## src/sv/ddo_mul.sv

```systemverilog
// Shared unsigned 32 by 32 multiplier with a registered product.
module ddo_mul (
    input  logic        clk,
    input  logic [31:0] a,
    input  logic [31:0] b,
    output logic [63:0] prod
);
    logic [63:0] prod_reg;

    always_ff @(posedge clk)
    begin
        prod_reg <= {32'b0, a} * {32'b0, b};
    end

    assign prod = prod_reg;
endmodule

```

## config.mk

```make
export PLATFORM = sky130hd
export DESIGN_NAME = ddo_mul
export DESIGN_NICKNAME = d
export VERILOG_FILES = /design/src/sv/ddo_mul.sv
export SDC_FILE = /design/constraint.sdc
export NUM_CORES = 2
export LEC_CHECK = 0
export BUFFER_PORTS_ARGS = -buffer_cell sky130_fd_sc_hd__buf_4
export CORE_ASPECT_RATIO = 1.25
export CORE_MARGIN = 10
export CORE_UTILIZATION = 50
export CTS_CLUSTER_DIAMETER = 100
export DETAILED_ROUTE_END_ITERATION = 10
export PLACE_DENSITY_LB_ADDON = 0.15
export SYNTH_ARGS = -nofsm -noshare
export SYNTH_HDL_FRONTEND = slang
export SYNTH_SLANG_ARGS = --single-unit
```

## constraint.sdc

```tcl
create_clock -name clk -period 9.25 [get_ports clk]
set_input_delay 1.3875 -clock clk [delete_from_list [all_inputs] [get_ports clk]]
set_output_delay 1.3875 -clock clk [all_outputs]
set_load 0.01 [all_outputs]
```

After elaboration in Yosys (flattened, before gate mapping)

Cells that the tools add are included.

Order comparisons: 0
Equality and inequality tests: 0
Reductions and logical operators: 0
Multiply operators: 1
Mux-type cells: 0
Bitwise logic cells: 0
Add/subtract/negate cells: 0
Div/mod/pow operators: 0
Shifts and indexed selects: 0

Operator list:

| operator       | count |
|---|---|
| $mul 32x32->64 | 1 |

Output and inout bits: 64
Latch bits: 0
RAM bits: 0
Memories kept: 0
Logic and storage cells: 2
ROM bits: 0
Bits of input ports: 65
Register bits after elaboration: 64

Depth between registers and ports, before layout

Depth after elaboration: 1
Mapped depth: 29
Mapped depth without buffers: 27

Worst setup path before layout

No wires, ideal clock.

Path kind: in2reg
From: input a[25]
To: register prod_reg[62], in the netlist prod[62]
Setup time: 72 ps
Path slack: 1110 ps
Stages on the path: 25
Arrival time: 8069 ps
Required time: 9178 ps
Cells stage by stage: clkbuf_1 -> nand2_1 -> fa_1 -> inv_1 -> fa_1 -> inv_1 -> fa_1 -> inv_1 -> fa_1 -> fa_1 -> fa_1 -> fa_1 -> inv_1 -> fa_1 -> inv_1 -> ha_1 -> buf_2 -> nand4_1 -> or4_1 -> or3_1 -> a31oi_1 -> a31o_2 -> a211oi_1 -> o21ai_1 -> xor2_1

Word-level cells in the longest chain between the ends: 1

Ends and longest elaborated chain:

| item                 | RTL line | source |
|---|---|---|
| start, declared      | 4        | `input logic [31:0] a,` |
| $mul 32x32->64       | 12       | `prod_reg <= {32'b0, a} * {32'b0, b};` |
| end signal, assigned | 12       |  |
| end, declared        | 8        | `logic [63:0] prod_reg;` |

Every way passes these cells.

Worst setup path after layout

From: input b[15]
To: register prod_reg[62], in the netlist prod[62]

Word-level cells in the longest chain between the ends: 1

Ends and longest elaborated chain:

| item            | RTL line | source |
|---|---|---|
| start, declared | 5        | `input logic [31:0] b,` |
| $mul 32x32->64  | 12       |  |

Every way passes these cells.

==> results.cfg <==
[final_layout]
final_common_cell = fa_1
diodes = 0
multi_input_area_mm2 = 0.0293
regArea_mm2 = 0.00128
nNetsFinal = 4918
largest_reg_flops = 64
area_growth_pct = 5.24
layout_common_cells = fa_1, inv_1, and2_1
drive_above_1_share_pct = 5.08
fillCellCount = 6457

[critical_path]
criticalPathCategory = input pin to flip-flop
crit_required_ns = 9.54
path_max_fanout = 32
critPathTopFamily = adder cells
arrival_ns = 9.13
path_depth = 23
start_kind = input pin
crit_top_cell = fa_1
path_cells = buf_4 -> and2_1 -> fa_1 -> fa_1 -> inv_1 -> fa_1 -> fa_1 -> inv_1 -> fa_1 -> fa_1 -> fa_1 -> inv_1 -> fa_1 -> inv_1 -> ha_1 -> nand4_1 -> or4_1 -> or3_1 -> a31oi_1 -> a31o_2 -> a211oi_1 -> o21ai_1 -> xor2_1
critical_path_buf_inv_count = 5
critPathMaxStageDelay_ns = 0.64
setup.worst_path.end_class = flip-flop
cp_slowest_cell = fa_1

[clocking]
ctsHtreeMaxLevel = 3
cts-root-buf = clkbuf_16
cts-resized-gates = 0
cts.path.max_buffers = 2
tritoncts = yes
clkTransAtPathRegs_ns = 0.06
cts_buffers = 9
clkSinkCount = 64
cts_setup_buffers = 0
holdBufCountCts = 0

[floorplanning]
die_h_um = 314
fp.dieArea_mm2 = 0.0804
pin_count = 129
num_rows = 107
initial_utilization_pct = 50.7
core-area_mm2 = 0.0684
die_w_um = 256

[synthesis]
yosysWarnings = 0
synth_top_area_share_pct = 51.7
synth_top_area_cell = fa_1
syn_nets = 4972
seq_area_frac_synth_pct = 3.69
synth.area.top_cells = fa_1, and2_1, ha_1
syn_avg_cell_area_um2 = 9.25
synthFlopType = dfxtp_1
synth_area_mm2 = 0.0347
ys_ff_latch = 64
synth_cell_type_count = 57
synth_edf_count = 0
async_flop_share_pct = 0
synthCells = 3748

[grt]
antenna_found_initial = 7
grt_pass1_wl_um = 159000
grt_max_degree = 33
groute.usage.overall_pct = 25.8
grt_pass1_vias = 27800
grt_overflow = 0

[sta]
worstMarginPinSlew_ns = 0.603
rsz0062_at_grt = no
hold_violations = 0
min_period_ns = 8.83
slew_headroom_pct = 59.6
tns_ns = 0
fin_crit_sh_pct = 95.5
max_freq_ghz = 0.113
setup_violations = 0
timing.final.max_slew_violations = 0

[place]
gp_congestion = 0.882
portBuffers = 128
detailed_place_hpwl_um = 81900

[detailed_routing]
highest_layer = met5
antenna_left = 0
wl_met1_um = 33900
wl_per_cell_um = 21.7
drt-initial-drc-count = 1232
route.vias.total = 24800
routed_wl_um = 100000
wl_met3_um = 3430
wl_met2_um = 54400
dr.pass1.iters = 6
drc_errors = 0
viasPerCell = 5.37

[min_path]
hp-class = input pin to flip-flop
whs_path_depth = 2

[outcome]
status = finished, final reports clean

[run]
drv_cap = 0
## metrics by stage
| step | instances | setup WS (ns) | util (%) | cell area, um2 | hold WS (ns) |
|---|---|---|---|---|---|
| after CTS | 4625 | 0.580 | 53.3 | 36500 | 1.49 |
| final | 4625 | 0.415 | 53.3 | 36500 | 1.51 |
| after global placement | 4609 | 0.291 | 52.9 | 36200 | 1.78 |
| after floorplan | 3748 | 1.11 | - | 34700 | 1.51 |
| after detailed placement | 4609 | 0.203 | 52.9 | 36200 | 1.78 |
| after global routing | 4625 | 0.261 | 53.3 | 36500 | 1.53 |
## synthesized netlist by cell type, drive strengths merged (4+ instances only)
library cell,instances
nand3,10
a221o,4
buf,7
xnor2,35
xor2,25
nand4,23
ha,263
fa,896
a21oi,66
and2,602
a21o,40
o21bai,11
and3,14
nand2,480
a221oi,4
nor2,20
o31ai,5
o21ai,26
nor3,7
a31oi,12
o21a,9
inv,865
dfxtp,64
clkbuf,213
## kinds of logic after synthesis
logic type	Yosys count	synth area share, %
simple gates	1177	17.6
fa+ha+maj	1159	61.2
buf+inv	1085	11.8
compound gates	202	4.15
flops	64	3.69
xor+xnor	60	1.52
mux	1	0.0289
## routing by layer
metal | up-vias | GRT usage [%]
met5 | - | 0
met4 | 4 | 18.7
met3 | 296 | 2.29
met2 | 694 | 48.1
met1 | 13100 | 27.0
li1 | 10700 | -
## worst paths after layout
check / startpoint / endpoint / slack (ns)
worst max-delay path: b[15] / prod[62]$_DFF_P_ / 0.42
worst min-delay path: b[0] / prod[0]$_DFF_P_ / 1.51
## cell type report
class / instances / share of cell area, %
sequential: 64 / 3.51
clock buffer: 9 / 0.617
clock inverter: 7 / 0.281
inverter: 865 / 8.90
tap: 926 / 3.17
multi-input combinational: 2599 / 80.3
timing repair buffer: 155 / 3.19
Power is not shown: default switching activity piles up to over one toggle a cycle in this logic, so the estimate is an artifact.
