==> src/sv/ddo_pkg.sv <==
// Shared types, constants and a helper function for the differential drive odometry block.
package ddo_pkg;

    typedef struct packed {
        logic signed [15:0] left_speed;
        logic signed [15:0] right_speed;
        logic        [15:0] elapsed_ms;
    } meas_t;

    typedef struct packed {
        logic signed [31:0] pos_x;
        logic signed [31:0] pos_y;
        logic        [15:0] heading;
        logic signed [31:0] left_travel;
        logic signed [31:0] right_travel;
    } pose_t;

    localparam logic CFG_WHEEL_RADIUS = 1'b0;
    localparam logic CFG_WHEEL_BASE   = 1'b1;

    localparam logic [15:0] RADIUS_RESET = 16'd768;
    localparam logic [15:0] BASE_RESET   = 16'd4096;
    localparam logic signed [31:0] POS_RESET = 32'sd983040;

    localparam logic [31:0] ARC_K  = 32'd26986075;
    localparam logic [31:0] HEAD_C = 32'd2670177;
    localparam logic signed [33:0] CORDIC_GAIN = 34'sd652032874;

    localparam int ATAN_LEN = 24;
    localparam int DIV_W    = 49;
    localparam int ARC_W    = 42;
    localparam int CS_W     = 34;

    localparam logic [29:0] ATAN_TAB [ATAN_LEN] = '{
        30'h20000000, 30'h12E4051E, 30'h09FB385B, 30'h051111D4, 30'h028B0D43,
        30'h0145D7E1, 30'h00A2F61E, 30'h00517C55, 30'h0028BE53, 30'h00145F2F,
        30'h000A2F98, 30'h000517CC, 30'h00028BE6, 30'h000145F3, 30'h0000A2F9,
        30'h0000517C, 30'h000028BE, 30'h0000145F, 30'h00000A2F, 30'h00000517,
        30'h0000028B, 30'h00000145, 30'h000000A2, 30'h00000051
    };

    function automatic logic signed [31:0] sat32(input logic signed [42:0] v);
        logic signed [31:0] r;
        if (v > 43'sd2147483647)
        begin
            r = 32'sh7FFFFFFF;
        end
        else if (v < -43'sd2147483648)
        begin
            r = 32'sh80000000;
        end
        else
        begin
            r = v[31:0];
        end
        return r;
    endfunction

endpackage

==> src/sv/ddo_cordic.sv <==
// Iterative rotation-mode CORDIC giving cosine and sine of a binary angle.
module ddo_cordic #(
    parameter int STEPS = 16
) (
    input  logic                            clk,
    input  logic                            rst_n,
    input  logic                            start,
    input  logic [15:0]                     angle,
    output logic                            busy,
    output logic signed [ddo_pkg::CS_W-1:0] cos_out,
    output logic signed [ddo_pkg::CS_W-1:0] sin_out
);
    import ddo_pkg::*;

    localparam int N = (STEPS < ATAN_LEN) ? STEPS : ATAN_LEN;

    logic signed [CS_W-1:0] x_reg;
    logic signed [CS_W-1:0] y_reg;
    logic signed [CS_W-1:0] z_reg;
    logic [4:0]             i_reg;
    logic                   busy_reg;
    logic                   flip_reg;
    logic                   flip;
    logic [15:0]            folded;
    logic signed [CS_W-1:0] tx;
    logic signed [CS_W-1:0] ty;
    logic signed [CS_W-1:0] at;

    assign flip   = (angle >= 16'd16384) && (angle < 16'd49152);
    assign folded = flip ? angle + 16'd32768 : angle;
    assign tx     = y_reg >>> i_reg;
    assign ty     = x_reg >>> i_reg;
    assign at     = $signed({4'b0, ATAN_TAB[i_reg]});

    always_ff @(posedge clk or negedge rst_n)
    begin
        if (!rst_n)
        begin
            busy_reg <= 1'b0;
            i_reg    <= '0;
        end
        else if (start)
        begin
            busy_reg <= 1'b1;
            i_reg    <= '0;
        end
        else if (busy_reg)
        begin
            if (i_reg == 5'(N - 1))
            begin
                busy_reg <= 1'b0;
            end
            else
            begin
                i_reg <= i_reg + 5'd1;
            end
        end
    end

    always_ff @(posedge clk)
    begin
        if (start)
        begin
            x_reg    <= CORDIC_GAIN;
            y_reg    <= '0;
            z_reg    <= $signed({{2{folded[15]}}, folded, 16'b0});
            flip_reg <= flip;
        end
        else if (busy_reg)
        begin
            if (!z_reg[CS_W-1])
            begin
                x_reg <= x_reg - tx;
                y_reg <= y_reg + ty;
                z_reg <= z_reg - at;
            end
            else
            begin
                x_reg <= x_reg + tx;
                y_reg <= y_reg - ty;
                z_reg <= z_reg + at;
            end
        end
    end

    assign busy    = busy_reg;
    assign cos_out = flip_reg ? -x_reg : x_reg;
    assign sin_out = flip_reg ? -y_reg : y_reg;
endmodule

==> config.mk <==
export PLATFORM = sky130hd
export DESIGN_NAME = ddo_cordic
export DESIGN_NICKNAME = d
export VERILOG_FILES = /design/src/sv/ddo_pkg.sv /design/src/sv/ddo_cordic.sv
export SDC_FILE = /design/constraint.sdc
export NUM_CORES = 1
export LEC_CHECK = 0
export ABC_AREA = 1
export BUFFER_PORTS_ARGS = -buffer_cell sky130_fd_sc_hd__buf_2
export CORE_MARGIN = 2
export CORE_UTILIZATION = 49
export DETAILED_ROUTE_END_ITERATION = 7
export PLACE_DENSITY = 0.66
export SETUP_SLACK_MARGIN = 0.5
export SYNTH_ARGS = -nofsm -noshare
export SYNTH_HDL_FRONTEND = slang
export SYNTH_SLANG_ARGS = --single-unit
==> constraint.sdc <==
create_clock -name clk -period 5 [get_ports clk]
set_input_delay 0.25 -clock clk [delete_from_list [all_inputs] [get_ports clk]]
set_output_delay 0.25 -clock clk [all_outputs]
set_load 0.02 [all_outputs]
## Word-level counts from Yosys, hierarchy flattened

Memories as Yosys holds them, arrays and structs flattened.
Cells that the tools add are included.

- Add/sub/neg operators: 10
- $lt $le $gt $ge: 3
- Eq/ne operators: 2
- Shift operators: 2
- Mux-type cells: 16
- Bitwise operators: 1
- Reduce and logical (&&, ||, !) cells: 3

Operators with widths:

| cell | count |
|---|---|
| two-way mux 34 bit | 7 |
| adder 34 bit | 2 |
| negation 34 bit | 2 |
| >>> shifter 34 x 5 -> 34 bit | 2 |
| subtractor 34 bit | 2 |
| two-way mux 30 bit | 2 |
| adder 34 x 31 -> 34 bit | 1 |
| subtractor 34 x 31 -> 34 bit | 1 |
| adder 16 bit (second input constant) | 1 |
| greater-or-equal comparator 16 x 15 -> 1 bit (second input constant) | 1 |
| < comparator 16 bit (second input constant) | 1 |
| two-way mux 16 bit | 1 |
| two-way mux 5 bit | 3 |
| greater-or-equal comparator 6 bit (second input constant) | 1 |
| inverter 5 -> 6 bit | 1 |
| adder 5 x 1 -> 5 bit (second input constant) | 1 |
| equality test 5 x 4 -> 1 bit (second input constant) | 1 |
| two-way mux 1 bit | 3 |
| inequality test 2 bit (second input constant) | 1 |
| AND reduction 2 bit | 1 |
| nonzero test 2 bit | 1 |
| logical AND 1 bit | 1 |

- Bits in registers: 109
- ROM bits: 960
- Bits of input ports: 19
- Output and inout port bits: 69
- Logic and storage cells: 45
- Memories kept: 1

Memory list:

| memory | words | bits a word | read ports | clocked after memory_dff | write ports | RTL line | source |
|---|---|---|---|---|---|---|---|
| (no name shown) | 32 | 30 | 1 | 0 | 0 | ddo_cordic.sv:33 | `assign at = $signed({4'b0, ATAN_TAB[i_reg]});` |

## Longest topological paths before layout

Gate-level depths: netlist of run 1.

- Depth after elaboration: 8
- Depth in mapped cells: 39
- Mapped depth without buffers: 38

## Least setup slack after synthesis of run 1

OpenSTA, ideal clock, no wires.

- Path type: reg2reg
- Start point: reg i_reg[1]
- End point: reg z_reg[32], data pin
- Arrival: 4.141 ns
- Required time: 4.742 ns
- Setup slack: 0.601 ns
- Stages on the path, launching flop included: 26
- Buffers on the path: 2
- Cell sequence: dfrtp_1 buf_4 clkinv_2 buf_4 ha_1 o21ai_2 nor2_1 a211oi_4 ha_1 inv_1 nor3_2 nand2_1 nor3_2 nand2_1 nor3_2 a21oi_2 xor2_1 ha_1 nand2_1 o21ai_0 a221oi_1 nand2_1 nand2_1 nand3_1 o21ai_0 nand2_1

- Cells in the longest elaborated chain, start to end: 8

RTL lines:

| what | RTL line | source |
|---|---|---|
| from (decl) | ddo_cordic.sv:20 | `logic [4:0] i_reg;` |
| from (signal assigned) | ddo_cordic.sv:55 | `i_reg <= i_reg + 5'd1;` |
| inverter 5 -> 6 bit (not written as such) (*) | ddo_cordic.sv:33 |  |
| memory read (32 x 30 bit) (*) | -- |  |
| two-way mux 30 bit (not written as such) (*) (2 in series) | ddo_cordic.sv:33 |  |
| subtractor 34 x 31 -> 34 bit / adder 34 x 31 -> 34 bit (equally long branches) | ddo_cordic.sv:75, ddo_cordic.sv:81 |  |
| two-way mux 34 bit (*) | ddo_cordic.sv:71 | `if (!z_reg[CS_W-1])` |
| two-way mux 34 bit (*) | ddo_cordic.sv:69 | `else if (busy_reg)` |
| two-way mux 34 bit (*) | ddo_cordic.sv:62 | `if (start)` |
| to (signal assigned) | ddo_cordic.sv:66 | `z_reg <= $signed({{2{folded[15]}}, folded, 16'b0});` |
| to (signal assigned) | ddo_cordic.sv:75 | `z_reg <= z_reg - at;` |
| to (signal assigned) | ddo_cordic.sv:81 | `z_reg <= z_reg + at;` |
| to (decl) | ddo_cordic.sv:19 | `logic signed [CS_W-1:0] z_reg;` |

Every way passes the cells marked *; elsewhere a longest branch is shown, timed or not. The select of a mux whose other input is x is not followed.
A chain may end at the register's enable or synchronous reset.

## Worst setup path in the final report of run 1

- Start point: reg i_reg[0]
- End point: reg x_reg[28]

- Cells in the longest elaborated chain, start to end: 3

RTL lines:

| what | RTL line | source |
|---|---|---|
| >>> shifter 34 x 5 -> 34 bit (*) | ddo_cordic.sv:31 | `assign tx = y_reg >>> i_reg;` |
| subtractor 34 bit / adder 34 bit (equally long branches) | ddo_cordic.sv:73, ddo_cordic.sv:79 |  |
| two-way mux 34 bit (*) | ddo_cordic.sv:71 |  |
| to (signal assigned) | ddo_cordic.sv:73 | `x_reg <= x_reg - tx;` |
| to (signal assigned) | ddo_cordic.sv:79 | `x_reg <= x_reg + tx;` |
| to (decl) | ddo_cordic.sv:17 | `logic signed [CS_W-1:0] x_reg;` |

Every way passes the cells marked *; elsewhere a longest branch is shown, timed or not.

==> results.md, run 1 <==
- Crit. End Element: flip-flop
- Post-synth EDFFs: 19
- Reg2reg path depth: 27
- Internal: about 7.8 mW
- Via/cell ratio: 5.88
- RD Place Congestion: 1.03
- Die Ht: 190 µm
- Register Area: 2410 µm²
- XOR/XNOR Fraction of Synth Area: 0.107
- Sw power: approximately 10 mW
- Crit Path Class: flip-flop to flip-flop
- Startpoint types: flip-flop
- Post-synth top flop: dfxtp_1
- Logic pwr share: 0.853
- Top-area cell type share of the netlist area: 0.188
- Pin count of the biggest net entering global routing: 45
- Hold slack: about 0.11 ns
- GR Util All Layers: 0.369
- Worst-path clk slew: 0.09 ns
- Fmax: 0.212 GHz
- Pwr dens: 866 nW/µm²
- Post-DP Area: 18200 µm²
- Row Count: just under 70
- #FFs+latches synth: 109
- ANT nets after route: 0
- Multiplexer share of the synthesized area: 0
- Final setup viols: 0
- Reg-to-Reg End: x_reg[28]$_SDFFE_PP0P_
- Tmin final: between 4 and 5 ns
- WP data arrival: 4.98 ns
- Asr flop ratio synth: 0.0550
- Vias in the first global route: 18972
- RSZ-0062 raised after global routing: true
- Setup TNS: 0 ns
- Final setup skew: 0.0135 ns
- Mapped cell area: 16900 µm²
- Chip width: 190 µm
- Hold depth: 3
- Maximum fanout along the worst path: 17
- Htree depth: 3
- Port Buffers: between 80 and 90
- Period utilization: 0.945
- Slowest-stage cell, CP: dfrtp_2
- Synth Area in Compound Gates: 0.164
- Hold Path Class: input port to flip-flop
- Grt total ovfl: 0
- Max cap viols: 0
- Synth Area in Simple Gates: 0.404
- Diodes inserted: 0
- Switch share: 0.571
- Worst-margin pin slew: 0.961 ns
- Mapped Cells: 2896
- DRT iter0 DRCs: between 2000 and 2500
- Post-Layout Inst Area: 21100 µm²
- CP required: 5.26 ns
- CTS tree: done
- Area of the multi-input gates: 14500 µm²
- Ranking of synthesized cells by area: nand2_1 (19%), nand3_1 (11%), dfxtp_1 (9.9%)
- Clock Sinks: 109
- Largest family of logic cells by synthesized area: simple AND/OR/NAND/NOR gates
- Number of remaining DRC errors: 0
- Yosys warns: 0
- Drt total wl: 69800 µm
- Reg2Reg Setup Slack: 0.28 ns
- Vias: 20822
- Initial antenna violation count: 0
- Crit path largest cell delay: 0.48 ns
- CTS Buffer Depth: 2
- Netlist cell types: 67
- Post-Syn Nets: 3031
- Final Max Slew Viols: 0
- TritonRoute pass-1 iters: 6
- Hold Path Sink: z_reg[28]$_DFFE_PP_
- # fillers: 3358
- DPL Wire Length: 51600 µm
- Area Overhead vs Synth: 24.8%
- Top cell type by total area after synthesis: nand2_1
- Synthesized area per cell: 5.85 µm²
- Adder-cell area share of the yosys netlist: 0.0870
- Crit Reg-Reg Startpoint: i_reg[0]$_DFFE_PN0P_
- Share of cells above drive strength 1: 0.231
- Root Buffer: clkbuf_16
- Final hold violations: 0
- # IOs: 88
- Seq/Total Area, Yosys: 0.142
- Worst slew margin: 0.359
- LEAKAGE: a little over 10 nW
- Seq pwr share: 0.105
- Initial core utilization: 0.494
- First-pass GRT wire length: 104000 µm
- Wire length per cell: 19.7 µm
- WP depth: 27
- Most Frequent Cell on Critical Path: nand3_1
- TritonCTS buffer count: 9
- Worst vdd ir: 0.529 mV
- Clock share of power: 0.042
- Layout Nets: 3214
- Area of the core: roughly 34000 µm²
- Die ar.: ~36000 µm²
- Status: finished clean
- Worst path top cell family by delay: simple AND/OR/NAND/NOR gates
- Clock network latency to the later pin of the worst-skew pair: 0.41 ns
- HP Start: angle[12]
- WP buf/inv: 5
## stage by stage
step                      cells  total power [mW]  setup slack, ns   util
after floorplan            2896              11.2            0.601      -
after global placement     3416              14.6           0.0904  0.530
after detailed placement   3416              14.7           0.0362  0.530
after CTS                  3473              16.4            0.322  0.565
after global routing       3539              19.9           0.0155  0.617
final                      3539              18.3            0.275  0.617
## cell type report
| type | count | area share |
|---|---|---|
| multi-input cells | 2402 | 0.684 |
| repair buffers | 298 | 0.114 |
| flip-flops and latches | 109 | 0.114 |
| inverters | 258 | 0.0469 |
| well taps | 455 | 0.0269 |
| clock buffers | 11 | 0.0115 |
| clock inverters | 5 | 0.00207 |
| repair inverters | 1 | 0.000414 |
## tightest hold or removal path, delay by kind of cell
| family | cells | cell delay [ns] |
|---|---|---|
| buf+inv | 1 | 0.07 |
| simple gates | 2 | 0.09 |
## cells in the final DEF (no fill, tap or decap), types with 77 or more instances in the layout
cell type	count
nand2_1	765
nand3_1	288
nor2_1	238
inv_1	223
buf_4	174
a21oi_1	156
xor2_1	121
o21ai_0	114
nand3_2	88
nand2_2	87
buf_2	87
dfxtp_1	84
ha_1	80
xnor2_1	77
## layer usage
| layer | GRT usage | vias to the layer above | wire length (µm) |
|---|---|---|---|
| met5 | 0 | - | 0 |
| met4 | 0.140 | 0 | 2860 |
| met3 | 0.0670 | 174 | 6270 |
| met2 | 0.588 | 986 | 31200 |
| met1 | 0.497 | 9688 | 29500 |
| li1 | - | 9974 | - |
## power groups by stage
stage | sequential (mW) | clock [mW] | combinational (mW)
6_report | 1.91 | 0.772 | 15.6
5_1_grt | 1.94 | 0.817 | 17.1
4_1_cts | 1.86 | 0.782 | 13.8
3_5_place_dp | 1.87 | 0 | 12.9
3_3_place_gp | 1.86 | 0 | 12.7
2_1_floorplan | 1.64 | 0 | 9.52
## cells in the mapped netlist (4+ instances only)
cell,count
a21boi_0,5
a21o_1,8
a21oi_1,183
a221oi_1,4
a31oi_1,23
buf_1,13
buf_2,47
buf_4,14
buf_6,11
clkbuf_1,42
clkinv_1,6
dfrtp_1,6
dfxtp_1,84
edfxtp_1,19
ha_1,113
inv_1,232
inv_2,19
nand2_1,847
nand2_2,9
nand3_1,366
nand3_2,10
nand4_1,18
nor2_1,263
nor2_2,16
nor3_1,30
nor3_2,11
nor4_1,9
o211ai_1,7
o21a_1,13
o21ai_0,139
o21ai_1,21
o21ai_2,5
o21bai_1,4
o22ai_1,30
o31ai_1,10
or2_2,8
xnor2_1,81
xor2_1,125
## how the worst max path moves through the flow
stage / startpoint / endpoint / slack [ns]
global placement: i_reg[1]$_DFFE_PN0P_ / x_reg[29]$_SDFFE_PP1P_ / 0.09
floorplan: i_reg[1]$_DFFE_PN0P_ / z_reg[32]$_DFFE_PP_ / 0.60
finish: i_reg[0]$_DFFE_PN0P_ / x_reg[28]$_SDFFE_PP0P_ / 0.28
detailed placement: i_reg[1]$_DFFE_PN0P_ / x_reg[29]$_SDFFE_PP1P_ / 0.04
global route: i_reg[0]$_DFFE_PN0P_ / y_reg[33]$_SDFFE_PP0P_ / 0.02
CTS: i_reg[0]$_DFFE_PN0P_ / y_reg[33]$_SDFFE_PP0P_ / 0.32
## repair_timing
item	4_1_cts	5_1_grt
setup buffers	35	60
resized for setup	125	276
hold buffers	1	0
gates cloned	5	6
pin swaps	48	115
setup endpoints to repair	41	61
endpoints found under the hold margin	6	0
## logic make-up (layout without fill, tap and decap cells)
kind of cell,after synthesis,count (layout)
AND/OR/NAND/NOR,1598,1598
AO/OA/AOI/OAI,482,482
buffers and inverters,385,573
XOR/XNOR,206,206
adder cells (fa/ha/maj),116,116
flip-flops,109,109
No activity file was read; power rests on OpenSTA's default activity.
==> run 2: changes to the inputs <==
--- a/config.mk
+++ b/config.mk
@@ -11,6 +11,7 @@
 export CORE_UTILIZATION = 49
 export DETAILED_ROUTE_END_ITERATION = 7
 export PLACE_DENSITY = 0.66
+export RECOVER_POWER = 100
 export SETUP_SLACK_MARGIN = 0.5
 export SYNTH_ARGS = -nofsm -noshare
 export SYNTH_HDL_FRONTEND = slang
==> run 2 against run 1 <==
The flow now finishes with violations (capacitance limit, slew limit). Design area fell by 0.65%. Non-clock buffer count is the same. Register-to-register slack got worse by 0.07 ns. Clock skew about the same. First-iteration DRC count is essentially flat. Count of clock-buffer cells in the layout did not move. Critical path type is now flip-flop to output pin.
==> results.md, run 2 (same netlist as run 1, synthesis figures left out) <==
- Status: complete, but fails checks
- Failing checks: capacitance limit, slew limit
- Hold Path Class: input port to flip-flop
- Htree depth: 3
- Slowest-stage cell, CP: clkbuf_1
- Area of the core: 34300 µm²
- WP data arrival: 4.64 ns
- Port Buffers: 87
- RSZ-0062 raised after global routing: true
- Chip width: 190 µm
- Seq pwr share: 0.105
- Clock network latency to the later pin of the worst-skew pair: 0.41 ns
- ANT nets after route: 0
- Pwr dens: 866 nW/µm²
- Most common cell after layout, fill and taps aside: nand2_1
- Crit-path cells: clkbuf_1 > inv_1 > buf_4 > a31oi_1 > a21oi_1 > xnor2_1 > buf_2
- Initial antenna violation count: 0
- LEAKAGE: 10.0 nW
- RD Place Congestion: 1.03
- Vias in the first global route: 18972
- Layout Nets: 3214
- # IOs: 88
- Placed Instances: approximately 3400
- CP required: 4.75 ns
- Area Overhead vs Synth: 24.0%
- DRT iter0 DRCs: roughly 2200
- Clock share of power: 0.042
- Final setup viols: 0
- Crit path largest cell delay: roughly 1.5 ns
- GR Util All Layers: 0.369
- Crit. End Element: output pin
- Commonest non-fill, non-tap cells in the layout: nand2_1 (765), nand3_1 (288), nor2_1 (239)
- WP depth: 7
- Final hold violations: 0
- Fmax: about 0.20 GHz
- First-pass GRT wire length: 104000 µm
- Final setup skew: 0.0137 ns
- Post-Layout Inst Area: 21000 µm²
- Clock Sinks: roughly 110
- Row Count: 68
- Worst-path clk slew: approximately 0.080 ns
- Sw power: 10.4 mW
- Drt total wl: ~70000 µm
- WP buf/inv: 4
- Setup TNS: 0 ns
- Worst slew margin: -0.430
- Pin count of the biggest net entering global routing: 45
- TritonRoute pass-1 iters: 6
- Initial core utilization: 0.494
- Wire length per cell: ~20 µm
- Vias: 20828
- Final Max Slew Viols: 63
- Internal: about 7.8 mW
- # fillers: 3401
- Worst vdd ir: 0.531 mV
- Tmin final: 4.89 ns
- Worst-margin pin slew: 2.15 ns
- Startpoint types: flip-flop
- Number of remaining DRC errors: 0
- DPL Wire Length: 51600 µm
- Maximum fanout along the worst path: 31
- CTS Buffer Depth: 2
- Hold depth: 3
- Fin cells: around 3500
- Reg2reg path depth: 31
- Diodes inserted: 0
- Hold slack: ~0.11 ns
- CTS tree: done
- Grt total ovfl: 0
- Die Ht: roughly 190 µm
- Max cap viols: 2
- Worst path top cell family by delay: buffers and inverters
- Via/cell ratio: 5.89
- Root Buffer: clkbuf_16
- Period utilization: 0.978
- Post-DP Area: 18200 µm²
- Crit Path Class: flip-flop to output pin
- Die ar.: between 30000 and 40000 µm²
- Share of cells above drive strength 1: 0.208
- Switch share: 0.574
- Logic pwr share: 0.852
- TritonCTS buffer count: 9
[run 2: cell types whose count changed in the layout (fill, tap and decap cells not counted), sizes merged]
cell    change
buf        -65
clkinv      +1
clkbuf     +65
inv         -1
[run 2: repair_timing]
| item | CTS | global route |
|---|---|---|
| hold buffers | 1 | 0 |
| hold endpoints to repair | 6 | 0 |
| buffers inserted | 35 | 60 |
| gates resized for setup | 125 | 276 |
| cloned | 5 | 6 |
| endpoints found under the setup margin | 41 | 61 |
| pin swaps | 48 | 115 |
[run 2: area by class of cell]
cell class / instances / area, µm² / area share
clock buffer: 11 / 243 / 0.0116
clock inverter: 5 / 43.8 / 0.00208
inverter: 258 / 992 / 0.0472
multi-input combinational: 2402 / 14400 / 0.686
sequential: 109 / 2410 / 0.115
tap: 455 / 569 / 0.0271
timing repair buffer: 298 / 2330 / 0.111
timing repair inverter: 1 / 8.76 / 0.000417
[run 2: per-stage QoR]
stage               setup slack [ns]  utilization  total power, mW
finish                         0.112        0.613             18.2
global route                 -0.0182        0.613             19.8
CTS                            0.322        0.565             16.4
detailed placement            0.0362        0.530             14.7
global placement              0.0904        0.530             14.6
floorplan                      0.601            -             11.2
[run 2: routing by layer]
layer	routed length (µm)	vias to the layer above	global-route usage
li1	-	9967	-
met1	29800	9722	0.497
met2	31300	974	0.588
met3	6020	165	0.0670
met4	2840	0	0.140
met5	0	-	0
[run 2: power by group through the flow]
stage / Sequential [mW] / Clock (mW) / Combinational [mW]
3_5_place_dp: 1.87 / 0 / 12.9
3_3_place_gp: 1.86 / 0 / 12.7
4_1_cts: 1.86 / 0.782 / 13.8
6_report: 1.92 / 0.773 / 15.5
2_1_floorplan: 1.64 / 0 / 9.52
5_1_grt: 1.94 / 0.817 / 17.0
[run 2: final timing paths]
kind	start	endpoint	slack [ns]
worst max-delay path	flip_reg$_DFFE_PP_	sin_out[30]	0.11
worst min-delay path	angle[12]	z_reg[28]$_DFFE_PP_	0.11
worst max register to register	i_reg[0]$_DFFE_PN0P_	y_reg[29]$_SDFFE_PP0P_	0.21
worst min register to register	z_reg[13]$_SDFFE_PP0P_	z_reg[13]$_SDFFE_PP0P_	0.47
max in group asynchronous	rst_n	i_reg[2]$_DFFE_PN0P_	4.29
min in group asynchronous	rst_n	i_reg[2]$_DFFE_PN0P_	0.33
[run 2: worst reg2reg max path: cells and delay by family (launching register included)]
family | cells | cell delay [ns]
and+or+nand+nor | 14 | 1.33
buffers and inverters | 6 | 0.71
adders and majority gates | 2 | 0.48
DFF | 1 | 0.46
AOI/OAI and AO/OA | 7 | 1.28
xor gates and xnor gates | 2 | 0.34
