===== src/sv/ddo_pkg.sv =====
// Shared types, constants and a helper function for the differential drive odometry block.
package ddo_pkg;

    typedef struct packed {
        logic signed [15:0] left_speed;
        logic signed [15:0] right_speed;
        logic        [15:0] elapsed_ms;
    } meas_t;

    typedef struct packed {
        logic signed [31:0] pos_x;
        logic signed [31:0] pos_y;
        logic        [15:0] heading;
        logic signed [31:0] left_travel;
        logic signed [31:0] right_travel;
    } pose_t;

    localparam logic CFG_WHEEL_RADIUS = 1'b0;
    localparam logic CFG_WHEEL_BASE   = 1'b1;

    localparam logic [15:0] RADIUS_RESET = 16'd768;
    localparam logic [15:0] BASE_RESET   = 16'd4096;
    localparam logic signed [31:0] POS_RESET = 32'sd983040;

    localparam logic [31:0] ARC_K  = 32'd26986075;
    localparam logic [31:0] HEAD_C = 32'd2670177;
    localparam logic signed [33:0] CORDIC_GAIN = 34'sd652032874;

    localparam int ATAN_LEN = 24;
    localparam int DIV_W    = 49;
    localparam int ARC_W    = 42;
    localparam int CS_W     = 34;

    localparam logic [29:0] ATAN_TAB [ATAN_LEN] = '{
        30'h20000000, 30'h12E4051E, 30'h09FB385B, 30'h051111D4, 30'h028B0D43,
        30'h0145D7E1, 30'h00A2F61E, 30'h00517C55, 30'h0028BE53, 30'h00145F2F,
        30'h000A2F98, 30'h000517CC, 30'h00028BE6, 30'h000145F3, 30'h0000A2F9,
        30'h0000517C, 30'h000028BE, 30'h0000145F, 30'h00000A2F, 30'h00000517,
        30'h0000028B, 30'h00000145, 30'h000000A2, 30'h00000051
    };

    function automatic logic signed [31:0] sat32(input logic signed [42:0] v);
        logic signed [31:0] r;
        if (v > 43'sd2147483647)
        begin
            r = 32'sh7FFFFFFF;
        end
        else if (v < -43'sd2147483648)
        begin
            r = 32'sh80000000;
        end
        else
        begin
            r = v[31:0];
        end
        return r;
    endfunction

endpackage


===== src/sv/ddo_div.sv =====
// Iterative restoring divider, one quotient bit per cycle.
module ddo_div (
    input  logic                      clk,
    input  logic                      rst_n,
    input  logic                      start,
    input  logic [ddo_pkg::DIV_W-1:0] dividend,
    input  logic [15:0]               divisor,
    output logic                      done,
    output logic [15:0]               quotient
);
    import ddo_pkg::*;

    logic [DIV_W-1:0] work_reg;
    logic [15:0]      rem_reg;
    logic [5:0]       cnt_reg;
    logic             busy_reg;
    logic             done_reg;
    logic [16:0]      trial;
    logic [16:0]      diff;
    logic             qbit;

    assign trial = {rem_reg, work_reg[DIV_W-1]};
    assign diff  = trial - {1'b0, divisor};
    assign qbit  = !diff[16];

    always_ff @(posedge clk or negedge rst_n)
    begin
        if (!rst_n)
        begin
            busy_reg <= 1'b0;
            done_reg <= 1'b0;
            cnt_reg  <= '0;
        end
        else
        begin
            done_reg <= 1'b0;
            if (start)
            begin
                busy_reg <= 1'b1;
                cnt_reg  <= 6'(DIV_W - 1);
            end
            else if (busy_reg)
            begin
                if (cnt_reg == 6'd0)
                begin
                    busy_reg <= 1'b0;
                    done_reg <= 1'b1;
                end
                else
                begin
                    cnt_reg <= cnt_reg - 6'd1;
                end
            end
        end
    end

    always_ff @(posedge clk)
    begin
        if (start)
        begin
            work_reg <= dividend;
            rem_reg  <= '0;
        end
        else if (busy_reg)
        begin
            work_reg <= {work_reg[DIV_W-2:0], qbit};
            rem_reg  <= qbit ? diff[15:0] : trial[15:0];
        end
    end

    assign done     = done_reg;
    assign quotient = work_reg[15:0];
endmodule


===== config.mk =====
export PLATFORM = sky130hd
export DESIGN_NAME = ddo_div
export DESIGN_NICKNAME = d
export VERILOG_FILES = /design/src/sv/ddo_pkg.sv /design/src/sv/ddo_div.sv
export SDC_FILE = /design/constraint.sdc
export NUM_CORES = 1
export LEC_CHECK = 0
export ABC_AREA = 1
export BUFFER_PORTS_ARGS = -buffer_cell sky130_fd_sc_hd__buf_2
export CELL_PAD_IN_SITES_DETAIL_PLACEMENT = 0
export CELL_PAD_IN_SITES_GLOBAL_PLACEMENT = 1
export CORE_MARGIN = 1
export CORE_UTILIZATION = 40
export DETAILED_ROUTE_END_ITERATION = 12
export PLACE_DENSITY_LB_ADDON = 0.3
export SYNTH_ARGS = -nofsm -noshare
export SYNTH_HDL_FRONTEND = slang
export SYNTH_SLANG_ARGS = --single-unit

===== constraint.sdc =====
create_clock -name clk -period 3.04 [get_ports clk]
set_input_delay 0.76 -clock clk [delete_from_list [all_inputs] [get_ports clk]]
set_output_delay 0.76 -clock clk [all_outputs]
set_load 0.05 [all_outputs]

# Yosys cells after proc, flatten, opt, wreduce, memory -nomap -nowiden
# Cells that the tools add are included.
# word_totals
ff_bits	73
in_bits	68
out_inout_bits	17
word_cells	24
# classes
n_addsub	2
eq_ne	1
muxes	12
reduce_logical	4
# ops
op	n
$mux W49	2
$mux W6	3
$sub A17 B16 Y17	1
$mux W16	1
$logic_not A6 Y1	1
$mux W1	6
$sub A6 B1 Y6 const B	1
$ne A2 B2 Y1 const B	1
$reduce_and A2 Y1	1
$reduce_bool A2 Y1	1
$logic_not A1 Y1	1

# Longest topological paths before layout
# Gate-level depths: netlist (run 1).
# depth
depth_word	4
ltp_mapped	16

# Worst setup path before layout (run 1)
# OpenSTA, ideal clock, no wires.
# synth_timing
kind	input-to-reg
startpoint	in start
endpoint	reg cnt_reg[5]
arrival_time_ns	2.689
required_time_ns	2.912
path_slack_ns	0.223
path_stages	8
path_buffers	1
path_cell_list	buf_4 nor2_2 inv_1 nand2_1 nor2_1 nand3_1 a21oi_1 o21ai_0
# synth_via
elab_chain_cells	2
# synth_rtl
item	line_no	rtl
start: declaration	ddo_div.sv:5	input logic start,
$ne A2 B2 Y1 (no source line) / $reduce_bool A2 Y1 (equally long branches)	--	
$reduce_and A2 Y1 (no source line)	--	
end signal: assignment	ddo_div.sv:40	cnt_reg <= 6'(DIV_W - 1);
end signal: assignment	ddo_div.sv:51	cnt_reg <= cnt_reg - 6'd1;
end: declaration	ddo_div.sv:15	logic [5:0] cnt_reg;
# Several ways; a longest one is shown, not always the timed one.
# A chain may end at the register's enable or synchronous reset.

# Final worst setup path (run 1)
# layout_timing
startpoint	in divisor[0]
endpoint	reg rem_reg[8]
# layout_via
elab_chain_cells	2
# layout_rtl
item	line_no	rtl
start: declaration	ddo_div.sv:7	input logic [15:0] divisor,
$sub A17 B16 Y17	ddo_div.sv:23	assign diff = trial - {1'b0, divisor};
$mux W16	ddo_div.sv:67	rem_reg <= qbit ? diff[15:0] : trial[15:0];
end signal: assignment	ddo_div.sv:67	
end: declaration	ddo_div.sv:14	logic [15:0] rem_reg;
# Every way passes these cells.

==> impl_metrics.env, run 1 <==
export IMPL_antenna_found_initial=1
export IMPL_seq_area_frac_synth=0.448
export IMPL_postLayoutCoreUtil=0.466
export IMPL_ys_warn_count=0
export IMPL_die_y_um=107
export IMPL_core_area_um2=10800
export IMPL_n_fill_cell=1138
export IMPL_max_stage_delay_ns=0.42
export IMPL_drt_iter0_drc=148
export IMPL_finalCritPeriodShare=0.784
export IMPL_whs_ns=0.247
export IMPL_cts_root_buf="clkbuf_8"
export IMPL_routed_wl_mm=9.32
export IMPL_worstSetupPathType="in2reg"
export IMPL_ioPinCount=85
export IMPL_ctsHoldBuffers=0
export IMPL_hold_violations=0
export IMPL_crit_required_ns=3.28
export IMPL_cts_sinks=73
export IMPL_dr_pass1_iters=4
export IMPL_dp_slack_ns=0.282
export IMPL_period_minus_slack_ns=2.38
export IMPL_cp_slowest_cell="fa_1"
export IMPL_p_per_area_nw_per_um2=652
export IMPL_end_kind="register"
export IMPL_dp_cells=811
export IMPL_multi_input_area_um2=1890
export IMPL_largest_reg_flops=49
export IMPL_layout_area_seq_um2=1990
export IMPL_ant_nets=0
export IMPL_clock_latency_ns=0.34
export IMPL_ys_flop_type="edfxtp_1"
export IMPL_cts_buffer_depth=2
export IMPL_cts_resized=0
export IMPL_crit_chain="buf_2, ha_1, fa_1, inv_1, nand2_1, nand2_1, nand3_1, nand2_2, nand2_2, nand2_1, nand2_2, nand2_2, nand2_1, nand3_1, nand2_1"
export IMPL_wl_per_cell_um=11.3
export IMPL_drc=0
export IMPL_worst_r2r_startpoint="work_reg[48]"
export IMPL_crit_family="simple AND/OR/NAND/NOR gates"
export IMPL_viasPerCell=4.48
export IMPL_startpoint_type="primary input"
export IMPL_grtUsageMet3=0.0454
export IMPL_area_delta_synth_final_pct=13.6
export IMPL_cts_htree_levels=3
export IMPL_maxSlewViolCount=0
export IMPL_setup_viol=0
export IMPL_grt_max_degree=53
export IMPL_antennaDiodeCount=0
export IMPL_vdd_ir_drop_worst_uv=274
export IMPL_crit_fanout=13
export IMPL_fmax_mhz=420
export IMPL_r2r_cells=15
export IMPL_hold_class="in2async"
export IMPL_vias=3704
export IMPL_rows=38
export IMPL_critPathCapture="rem_reg[8]"
export IMPL_grt_total_usage=0.178
export IMPL_synth_edf_count=49
export IMPL_routabilityCongestion=0.808
export IMPL_synth_avg_cell_area_um2=7.24
export IMPL_cp_common_cell="nand2_1"
export IMPL_final_setup_tns_ns=0
export IMPL_setup_slack_ns=0.657
export IMPL_top_usage_layer="met2"
export IMPL_crit_cells=15
export IMPL_dp_final_hpwl_mm=6.93
export IMPL_die_w_um=107
export IMPL_fin_skew_ns=0.00599
export IMPL_cellLeakagePower_nw=2.84
export IMPL_clkSlewWorstSetupHoldPaths_ns=0.07
export IMPL_nets=769
export IMPL_rsz0062_at_grt="false"
export IMPL_stdcell_count=827
export IMPL_grt_pass1_wl_mm=16.0
export IMPL_drive_gt1_frac=0.167
export IMPL_syn_nets=701
export IMPL_yosysUniqueCellTypes=27
export IMPL_timing_rr_end="rem_reg[8]"
export IMPL_cts_setup_buffers=0
export IMPL_tightest_slew_ns=0.682
export IMPL_initial_utilization=0.410
export IMPL_numCtsBuffers=9
export IMPL_syn_area_um2=4450
export IMPL_synth_seq_cells=73
export IMPL_die_area_um2=11500
export IMPL_portBuffers=84
export IMPL_arrival_ns=2.62
export IMPL_grt_pass1_vias=3541
export IMPL_grt_use_met2=0.284
export IMPL_slew_headroom=0.545
export IMPL_grtUsageMet1=0.232
export IMPL_crit_start="divisor[0]"
export IMPL_path_buf_inv=2
export IMPL_status="finished, final reports clean"
export IMPL_syn_instance_count=614
export IMPL_drv_cap=0
export IMPL_cts_tree="built"
export IMPL_grt_overflow=0
export IMPL_reg2reg_slack_ns=0.80
export IMPL_async_flop_share=0.110
==> Yosys cell counts, types with 4 or more instances <==
library cell / count / share of area
dfxtp_1: 16 / 0.072
nand4_1: 6 / 0.0084
clkbuf_1: 11 / 0.0093
buf_4: 18 / 0.030
nand3_1: 33 / 0.037
nor2_1: 14 / 0.012
nand2_1: 296 / 0.25
dfrtp_1: 8 / 0.045
xor2_1: 4 / 0.0079
ha_1: 18 / 0.051
nand2_2: 8 / 0.011
a21oi_1: 11 / 0.012
o21ai_0: 9 / 0.010
edfxtp_1: 49 / 0.33
inv_1: 95 / 0.080
==> layout make-up <==
class | instances | area share
sequential | 73 | 0.394
multi-input combinational | 413 | 0.374
timing repair buffer | 88 | 0.0892
inverter | 97 | 0.0721
tap | 140 | 0.0347
clock buffer | 12 | 0.0267
clock inverter | 4 | 0.00867
==> per-stage QoR <==
stage	power [W]	area (um^2)
global placement	0.00260	4870
global route	0.00359	5050
floorplan	0.00236	4450
CTS	0.00334	5050
finish	0.00330	5050
detailed placement	0.00261	4870
==> layout by cell type, fill, tap and decap left out, types with 6 or more instances in the layout <==
cell,netlist,final
ha_1,18,18
dfrtp_1,8,8
inv_1,95,94
nand2_2,8,8
a21oi_1,11,11
buf_2,0,84
nor2_1,14,14
o21ai_0,9,9
dfxtp_1,16,16
nand3_1,33,33
edfxtp_1,49,49
clkbuf_8,0,9
nand4_1,6,6
nand2_1,296,296
==> kinds of logic (layout without fill, tap and decap cells) <==
| kind of cell | after synthesis | after routing | share of synthesized area |
|---|---|---|---|
| xor gates and xnor gates | 7 | 7 | 0.0138 |
| adders and majority gates | 19 | 19 | 0.0552 |
| DFF | 73 | 73 | 0.448 |
| buffers and inverters | 128 | 201 | 0.127 |
| AOI/OAI and AO/OA | 22 | 22 | 0.0262 |
| and+or+nand+nor | 365 | 365 | 0.330 |
==> worst min-delay path by stage <==
stage | to | slack (ns)
floorplan | cnt_reg[3] | 0.43
global placement | cnt_reg[3] | 0.45
detailed placement | cnt_reg[3] | 0.45
CTS | cnt_reg[2] | 0.23
global route | done | 0.23
finish | cnt_reg[2] | 0.25
==> power by group <==
group	internal [W]	switching [W]	total [W]	leakage, nW
registers	0.00122	0.000103	0.00133	0.765
logic	0.000432	0.000823	0.00126	1.99
clock network	0.000375	0.000340	0.000715	0.0918
==> worst reg2reg max path, cell delays in order (launching register included) <==
cell      delay (ns)
edfxtp_1        0.32
inv_1           0.06
ha_1            0.21
fa_1            0.42
inv_1           0.07
nand2_1         0.05
nand2_1         0.12
nand3_1         0.10
nand2_2         0.10
nand2_2         0.07
nand2_1         0.10
nand2_2         0.09
nand2_2         0.20
nand2_1         0.09
nand3_1         0.08
nand2_1         0.05
==> routing by layer <==
metal	vias up	wire (um)
met5	-	13
met4	2	59
met3	6	427
met2	65	4230
met1	1626	4590
li1	2005	-
(Power assumes the default switching activity.)
==> run 2: changes to the inputs <==
- clock period: 3.04 -> 2.4 ns (I/O delays scaled with it)
==> run 2 against run 1 <==
Sequential power is 26% higher; final cell count is 1.7% higher; non-clock buffer count is 14 higher; hold slack worse by 0.16 ns; wire length is 1.9% higher; register-to-register slack worse by 0.56 ns; largest power group is now combinational cells; total power is 29% higher; global-route usage hardly changed.
==> impl_metrics.env, run 2 (synthesis results as in run 1) <==
export IMPL_arrival_ns=2.40
export IMPL_p_per_area_nw_per_um2=822
export IMPL_routed_wl_mm=9.50
export IMPL_switching_power_w=0.00166
export IMPL_routabilityCongestion=0.855
export IMPL_core_area_um2=10800
export IMPL_dr_pass1_iters=4
export IMPL_initial_utilization=0.410
export IMPL_crit_family="simple AND/OR/NAND/NOR gates"
export IMPL_ioPinCount=85
export IMPL_dp_slack_ns=-0.116
export IMPL_grt_overflow=0
export IMPL_nets=783
export IMPL_fmax_mhz=463
export IMPL_ctsHoldBuffers=0
export IMPL_grt_max_degree=53
export IMPL_startpoint_type="register"
export IMPL_cp_common_cell="nand2_1"
export IMPL_finalCritPeriodShare=0.900
export IMPL_clock_latency_ns=0.34
export IMPL_die_w_um=107
export IMPL_area_delta_synth_final_pct=16.3
export IMPL_worstSetupPathType="reg2reg"
export IMPL_die_area_um2=11500
export IMPL_fin_skew_ns=0.00768
export IMPL_portBuffers=84
export IMPL_status="finished, final reports clean"
export IMPL_grt_pass1_wl_mm=16.0
export IMPL_postLayoutCoreUtil=0.477
export IMPL_grt_total_usage=0.178
export IMPL_largest_reg_flops=49
export IMPL_cts_sinks=73
export IMPL_p_comb_frac=0.413
export IMPL_viasPerCell=4.46
export IMPL_hold_class="in2async"
export IMPL_cellLeakagePower_nw=2.91
export IMPL_final_cell_mix="nand2_1, inv_1, buf_2"
export IMPL_cts_buffer_depth=2
export IMPL_cts_htree_levels=3
export IMPL_max_stage_delay_ns=0.41
export IMPL_end_kind="register"
export IMPL_vias=3752
export IMPL_setup_slack_ns=0.241
export IMPL_period_minus_slack_ns=2.16
export IMPL_final_setup_tns_ns=0
export IMPL_hold_violations=0
export IMPL_cts_setup_buffers=0
export IMPL_dp_final_hpwl_mm=7.09
export IMPL_p_total_w=0.00425
export IMPL_p_sw_frac=0.390
export IMPL_slew_headroom=0.665
export IMPL_pwr_share_seq=0.395
export IMPL_clkSlewWorstSetupHoldPaths_ns=0.08
export IMPL_rsz0062_at_grt="false"
export IMPL_r2r_cells=15
export IMPL_setup_viol=0
export IMPL_timing_rr_end="rem_reg[7]"
export IMPL_worst_r2r_startpoint="work_reg[48]"
export IMPL_die_y_um=107
export IMPL_n_fill_cell=1130
export IMPL_drive_gt1_frac=0.185
export IMPL_power_internal_w=0.00259
export IMPL_antennaDiodeCount=0
export IMPL_maxSlewViolCount=0
export IMPL_drt_iter0_drc=159
export IMPL_wl_per_cell_um=11.3
export IMPL_clockPowerShare=0.191
export IMPL_crit_chain="inv_1, ha_1, fa_1, inv_1, nand2_1, nand2_1, nand3_1, nand2_2, nand2_2, nand2_1, nand2_2, nand2_2, nand2_1, nand3_1, nand2_1"
export IMPL_cp_slowest_cell="fa_1"
export IMPL_crit_fanout=13
export IMPL_cts_root_buf="clkbuf_8"
export IMPL_drv_cap=0
export IMPL_rows=38
export IMPL_path_buf_inv=2
export IMPL_numCtsBuffers=9
export IMPL_cts_resized=0
export IMPL_vdd_ir_drop_worst_uv=424
export IMPL_ant_nets=0
export IMPL_reg2reg_slack_ns=0.24
export IMPL_antenna_found_initial=0
export IMPL_tightest_slew_ns=0.502
export IMPL_drc=0
export IMPL_grt_pass1_vias=3507
export IMPL_crit_required_ns=2.64
export IMPL_final_common_cell="nand2_1"
export IMPL_cts_tree="built"
## run 2: worst max path at each step
stage	from	endpoint	slack (ns)	cells after the start
final	work_reg[48]	rem_reg[7]	0.24	15
after global routing	work_reg[48]	rem_reg[6]	0.008	15
after CTS	work_reg[48]	rem_reg[12]	0.22	15
after detailed placement	divisor[0]	rem_reg[12]	-0.12	15
after global placement	divisor[0]	rem_reg[2]	-0.05	15
after floorplan	divisor[0]	work_reg[0]	0.09	13
## run 2: routing by layer
layer,up-vias,GRT usage,part of all wire
met5,-,0,0
met1,1645,0.233,0.49
met3,13,0.0393,0.042
met2,66,0.290,0.45
li1,2028,-,-
met4,0,0.0616,0.018
## run 2: power by group through the flow
stage / logic, W / registers, W / clock network, W
4_1_cts: 0.00177 / 0.00168 / 0.000844
2_1_floorplan: 0.00133 / 0.00165 / 0
6_report: 0.00176 / 0.00168 / 0.000814
3_3_place_gp: 0.00174 / 0.00170 / 0
5_1_grt: 0.00201 / 0.00170 / 0.000899
3_5_place_dp: 0.00176 / 0.00170 / 0
## run 2: through the flow
step | instance area (um^2) | std cells | hold WS [ns]
4_1_cts | 5170 | 841 | 0.0762
6_report | 5170 | 841 | 0.0836
3_3_place_gp | 5010 | 825 | 0.448
2_1_floorplan | 4460 | 614 | 0.304
3_5_place_dp | 5010 | 825 | 0.454
5_1_grt | 5170 | 841 | 0.0798
## run 2: layout make-up
cell class / instances / area (um^2) / area share
clock inverter: 3 / 18.8 / 0.00363
clock buffer: 13 / 139 / 0.0269
timing repair buffer: 102 / 581 / 0.112
multi-input combinational: 413 / 1900 / 0.367
inverter: 97 / 368 / 0.0711
sequential: 73 / 1990 / 0.385
tap: 140 / 175 / 0.0339
==> run 3: changes to the inputs <==
--- a/config.mk
+++ b/config.mk
@@ -7,10 +7,10 @@
 export LEC_CHECK = 0
 export ABC_AREA = 1
-export BUFFER_PORTS_ARGS = -buffer_cell sky130_fd_sc_hd__buf_2
 export CELL_PAD_IN_SITES_DETAIL_PLACEMENT = 0
 export CELL_PAD_IN_SITES_GLOBAL_PLACEMENT = 1
 export CORE_MARGIN = 1
-export CORE_UTILIZATION = 40
+export CORE_UTILIZATION = 46
 export DETAILED_ROUTE_END_ITERATION = 12
+export DONT_BUFFER_PORTS = 1
 export PLACE_DENSITY_LB_ADDON = 0.3
 export SYNTH_ARGS = -nofsm -noshare
==> constraint.sdc (replaced) <==
create_clock -name clk -period 2.4 [get_ports clk]
set_input_delay 0.48 -clock clk [delete_from_list [all_inputs] [get_ports clk]]
set_output_delay 0.48 -clock clk [all_outputs]
set_load 0.05 [all_outputs]
==> run 3 against run 2 <==
Die area down 13%; clock power about the same; cell area down 11%; final cell count shrank 13%; critical endpoint is now work_reg[0]; largest power group is now registers; highest routed layer unchanged.
==> impl_metrics.env, run 3 (synthesis results as in run 1) <==
export IMPL_routed_wl_mm=8.90
export IMPL_crit_required_ns=2.49
export IMPL_hold_class="in2reg"
export IMPL_wl_per_cell_um=12.2
export IMPL_core_area_um2=9280
export IMPL_rows=35
export IMPL_routabilityCongestion=0.824
export IMPL_cp_slowest_cell="fa_1"
export IMPL_nets=685
export IMPL_whs_path_depth=1
export IMPL_dr_pass1_iters=4
export IMPL_grt_max_degree=56
export IMPL_die_area_um2=10100
export IMPL_cts_buffer_depth=2
export IMPL_final_setup_tns_ns=0
export IMPL_slew_headroom=0.531
export IMPL_path_buf_inv=2
export IMPL_grt_overflow=0
export IMPL_die_y_um=100
export IMPL_hold_violations=0
export IMPL_setup_viol=0
export IMPL_cts_setup_buffers=0
export IMPL_cp_common_cell="nand2_2"
export IMPL_max_stage_delay_ns=0.41
export IMPL_fin_skew_ns=0.00592
export IMPL_worstSetupPathType="reg2reg"
export IMPL_drv_cap=0
export IMPL_antennaDiodeCount=0
export IMPL_p_total_w=0.00401
export IMPL_grt_total_usage=0.188
export IMPL_final_common_cell="nand2_1"
export IMPL_grt_pass1_vias=3146
export IMPL_worst_r2r_startpoint="work_reg[48]"
export IMPL_finalCritPeriodShare=0.898
export IMPL_cts_htree_levels=3
export IMPL_status="finished, final reports clean"
export IMPL_timing_rr_end="work_reg[0]"
export IMPL_numCtsBuffers=9
export IMPL_cts_root_buf="clkbuf_8"
export IMPL_n_fill_cell=983
export IMPL_dp_cells=715
export IMPL_grt_pass1_wl_mm=14.7
export IMPL_ioPinCount=85
export IMPL_portBuffers=0
export IMPL_dp_final_hpwl_mm=6.62
export IMPL_vias=3477
export IMPL_r2r_cells=13
export IMPL_startpoint_type="register"
export IMPL_drc=0
export IMPL_viasPerCell=4.76
export IMPL_reg2reg_slack_ns=0.24
export IMPL_multi_input_area_um2=1910
export IMPL_crit_fanout=17
export IMPL_cts_sinks=73
export IMPL_clkSlewWorstSetupHoldPaths_ns=0.07
export IMPL_period_minus_slack_ns=2.16
export IMPL_crit_family="simple AND/OR/NAND/NOR gates"
export IMPL_drt_iter0_drc=216
export IMPL_antenna_found_initial=0
export IMPL_rsz0062_at_grt="false"
export IMPL_crit_cells=13
export IMPL_hold_end="cnt_reg[1]"
export IMPL_dp_slack_ns=0.00992
export IMPL_clock_latency_ns=0.35
export IMPL_stdcell_count=731
export IMPL_tightest_slew_ns=0.703
export IMPL_die_w_um=100
export IMPL_vdd_ir_drop_worst_uv=489
export IMPL_arrival_ns=2.25
export IMPL_maxSlewViolCount=0
export IMPL_final_cell_mix="nand2_1, inv_1, edfxtp_1"
export IMPL_hp_start="start"
export IMPL_crit_chain="inv_1, ha_1, fa_1, inv_1, nand2_1, nand2_2, nand3_1, nand2_2, nand2_2, nand2_1, nand2_2, nand2_8, o21ai_0"
export IMPL_drive_gt1_frac=0.0548
export IMPL_p_per_area_nw_per_um2=869
export IMPL_area_delta_synth_final_pct=3.91
export IMPL_ant_nets=0
export IMPL_cts_tree="built"
export IMPL_layout_area_seq_um2=1990
export IMPL_setup_slack_ns=0.244
export IMPL_initial_utilization=0.479
export IMPL_fmax_mhz=464
export IMPL_cellLeakagePower_nw=2.50
export IMPL_largest_reg_flops=49
export IMPL_end_kind="register"
## run 3: cell types whose count changed in the layout (fill, tap and decap cells not counted), moves of 2 or more
cell,previous run,this run
buf_2,84,0
buf_4,16,3
clkbuf_1,4,0
buf_12,2,0
## run 3: layout make-up
class / instances / area share
clock inverter: 6 / 0.00758
sequential: 73 / 0.431
clock buffer: 9 / 0.0268
inverter: 97 / 0.0796
multi-input combinational: 413 / 0.413
timing repair buffer: 4 / 0.00704
tap: 129 / 0.0349
## run 3: through the flow
stage | area (um^2) | hold WS (ns) | utilization
6_report | 4620 | 0.236 | 0.498
5_1_grt | 4620 | 0.222 | 0.498
4_1_cts | 4600 | 0.214 | 0.496
3_5_place_dp | 4440 | 0.185 | 0.478
3_3_place_gp | 4440 | 0.185 | 0.478
2_1_floorplan | 4450 | 0.184 | -
## run 3: repair_timing
action | 4_1_cts | 5_1_grt
hold buffers | 1 | 0
hold endpoints to repair | 8 | 0
setup endpoints to repair | 0 | 14
gates resized for setup | 0 | 3
## run 3: worst max path at each step
stage | start | end | slack (ns)
finish | work_reg[48] | work_reg[0] | 0.24
global route | work_reg[48] | rem_reg[11] | 0.05
CTS | work_reg[48] | rem_reg[6] | 0.1
detailed placement | divisor[0] | rem_reg[6] | 0.01
global placement | divisor[0] | rem_reg[2] | 0.11
floorplan | start | cnt_reg[2] | 0.04
## run 3: power by group
part	total (W)	switching (W)	leakage (nW)	internal [W]
Clock	0.000814	0.000450	0.0827	0.000364
Combinational	0.00140	0.000899	1.65	0.000500
Sequential	0.00180	0.000251	0.765	0.00155
## run 3: layer usage
metal | GRT usage | share of wire
met5 | 0 | 0
met4 | 0.0669 | 0.014
met3 | 0.0481 | 0.051
met2 | 0.286 | 0.45
met1 | 0.259 | 0.48
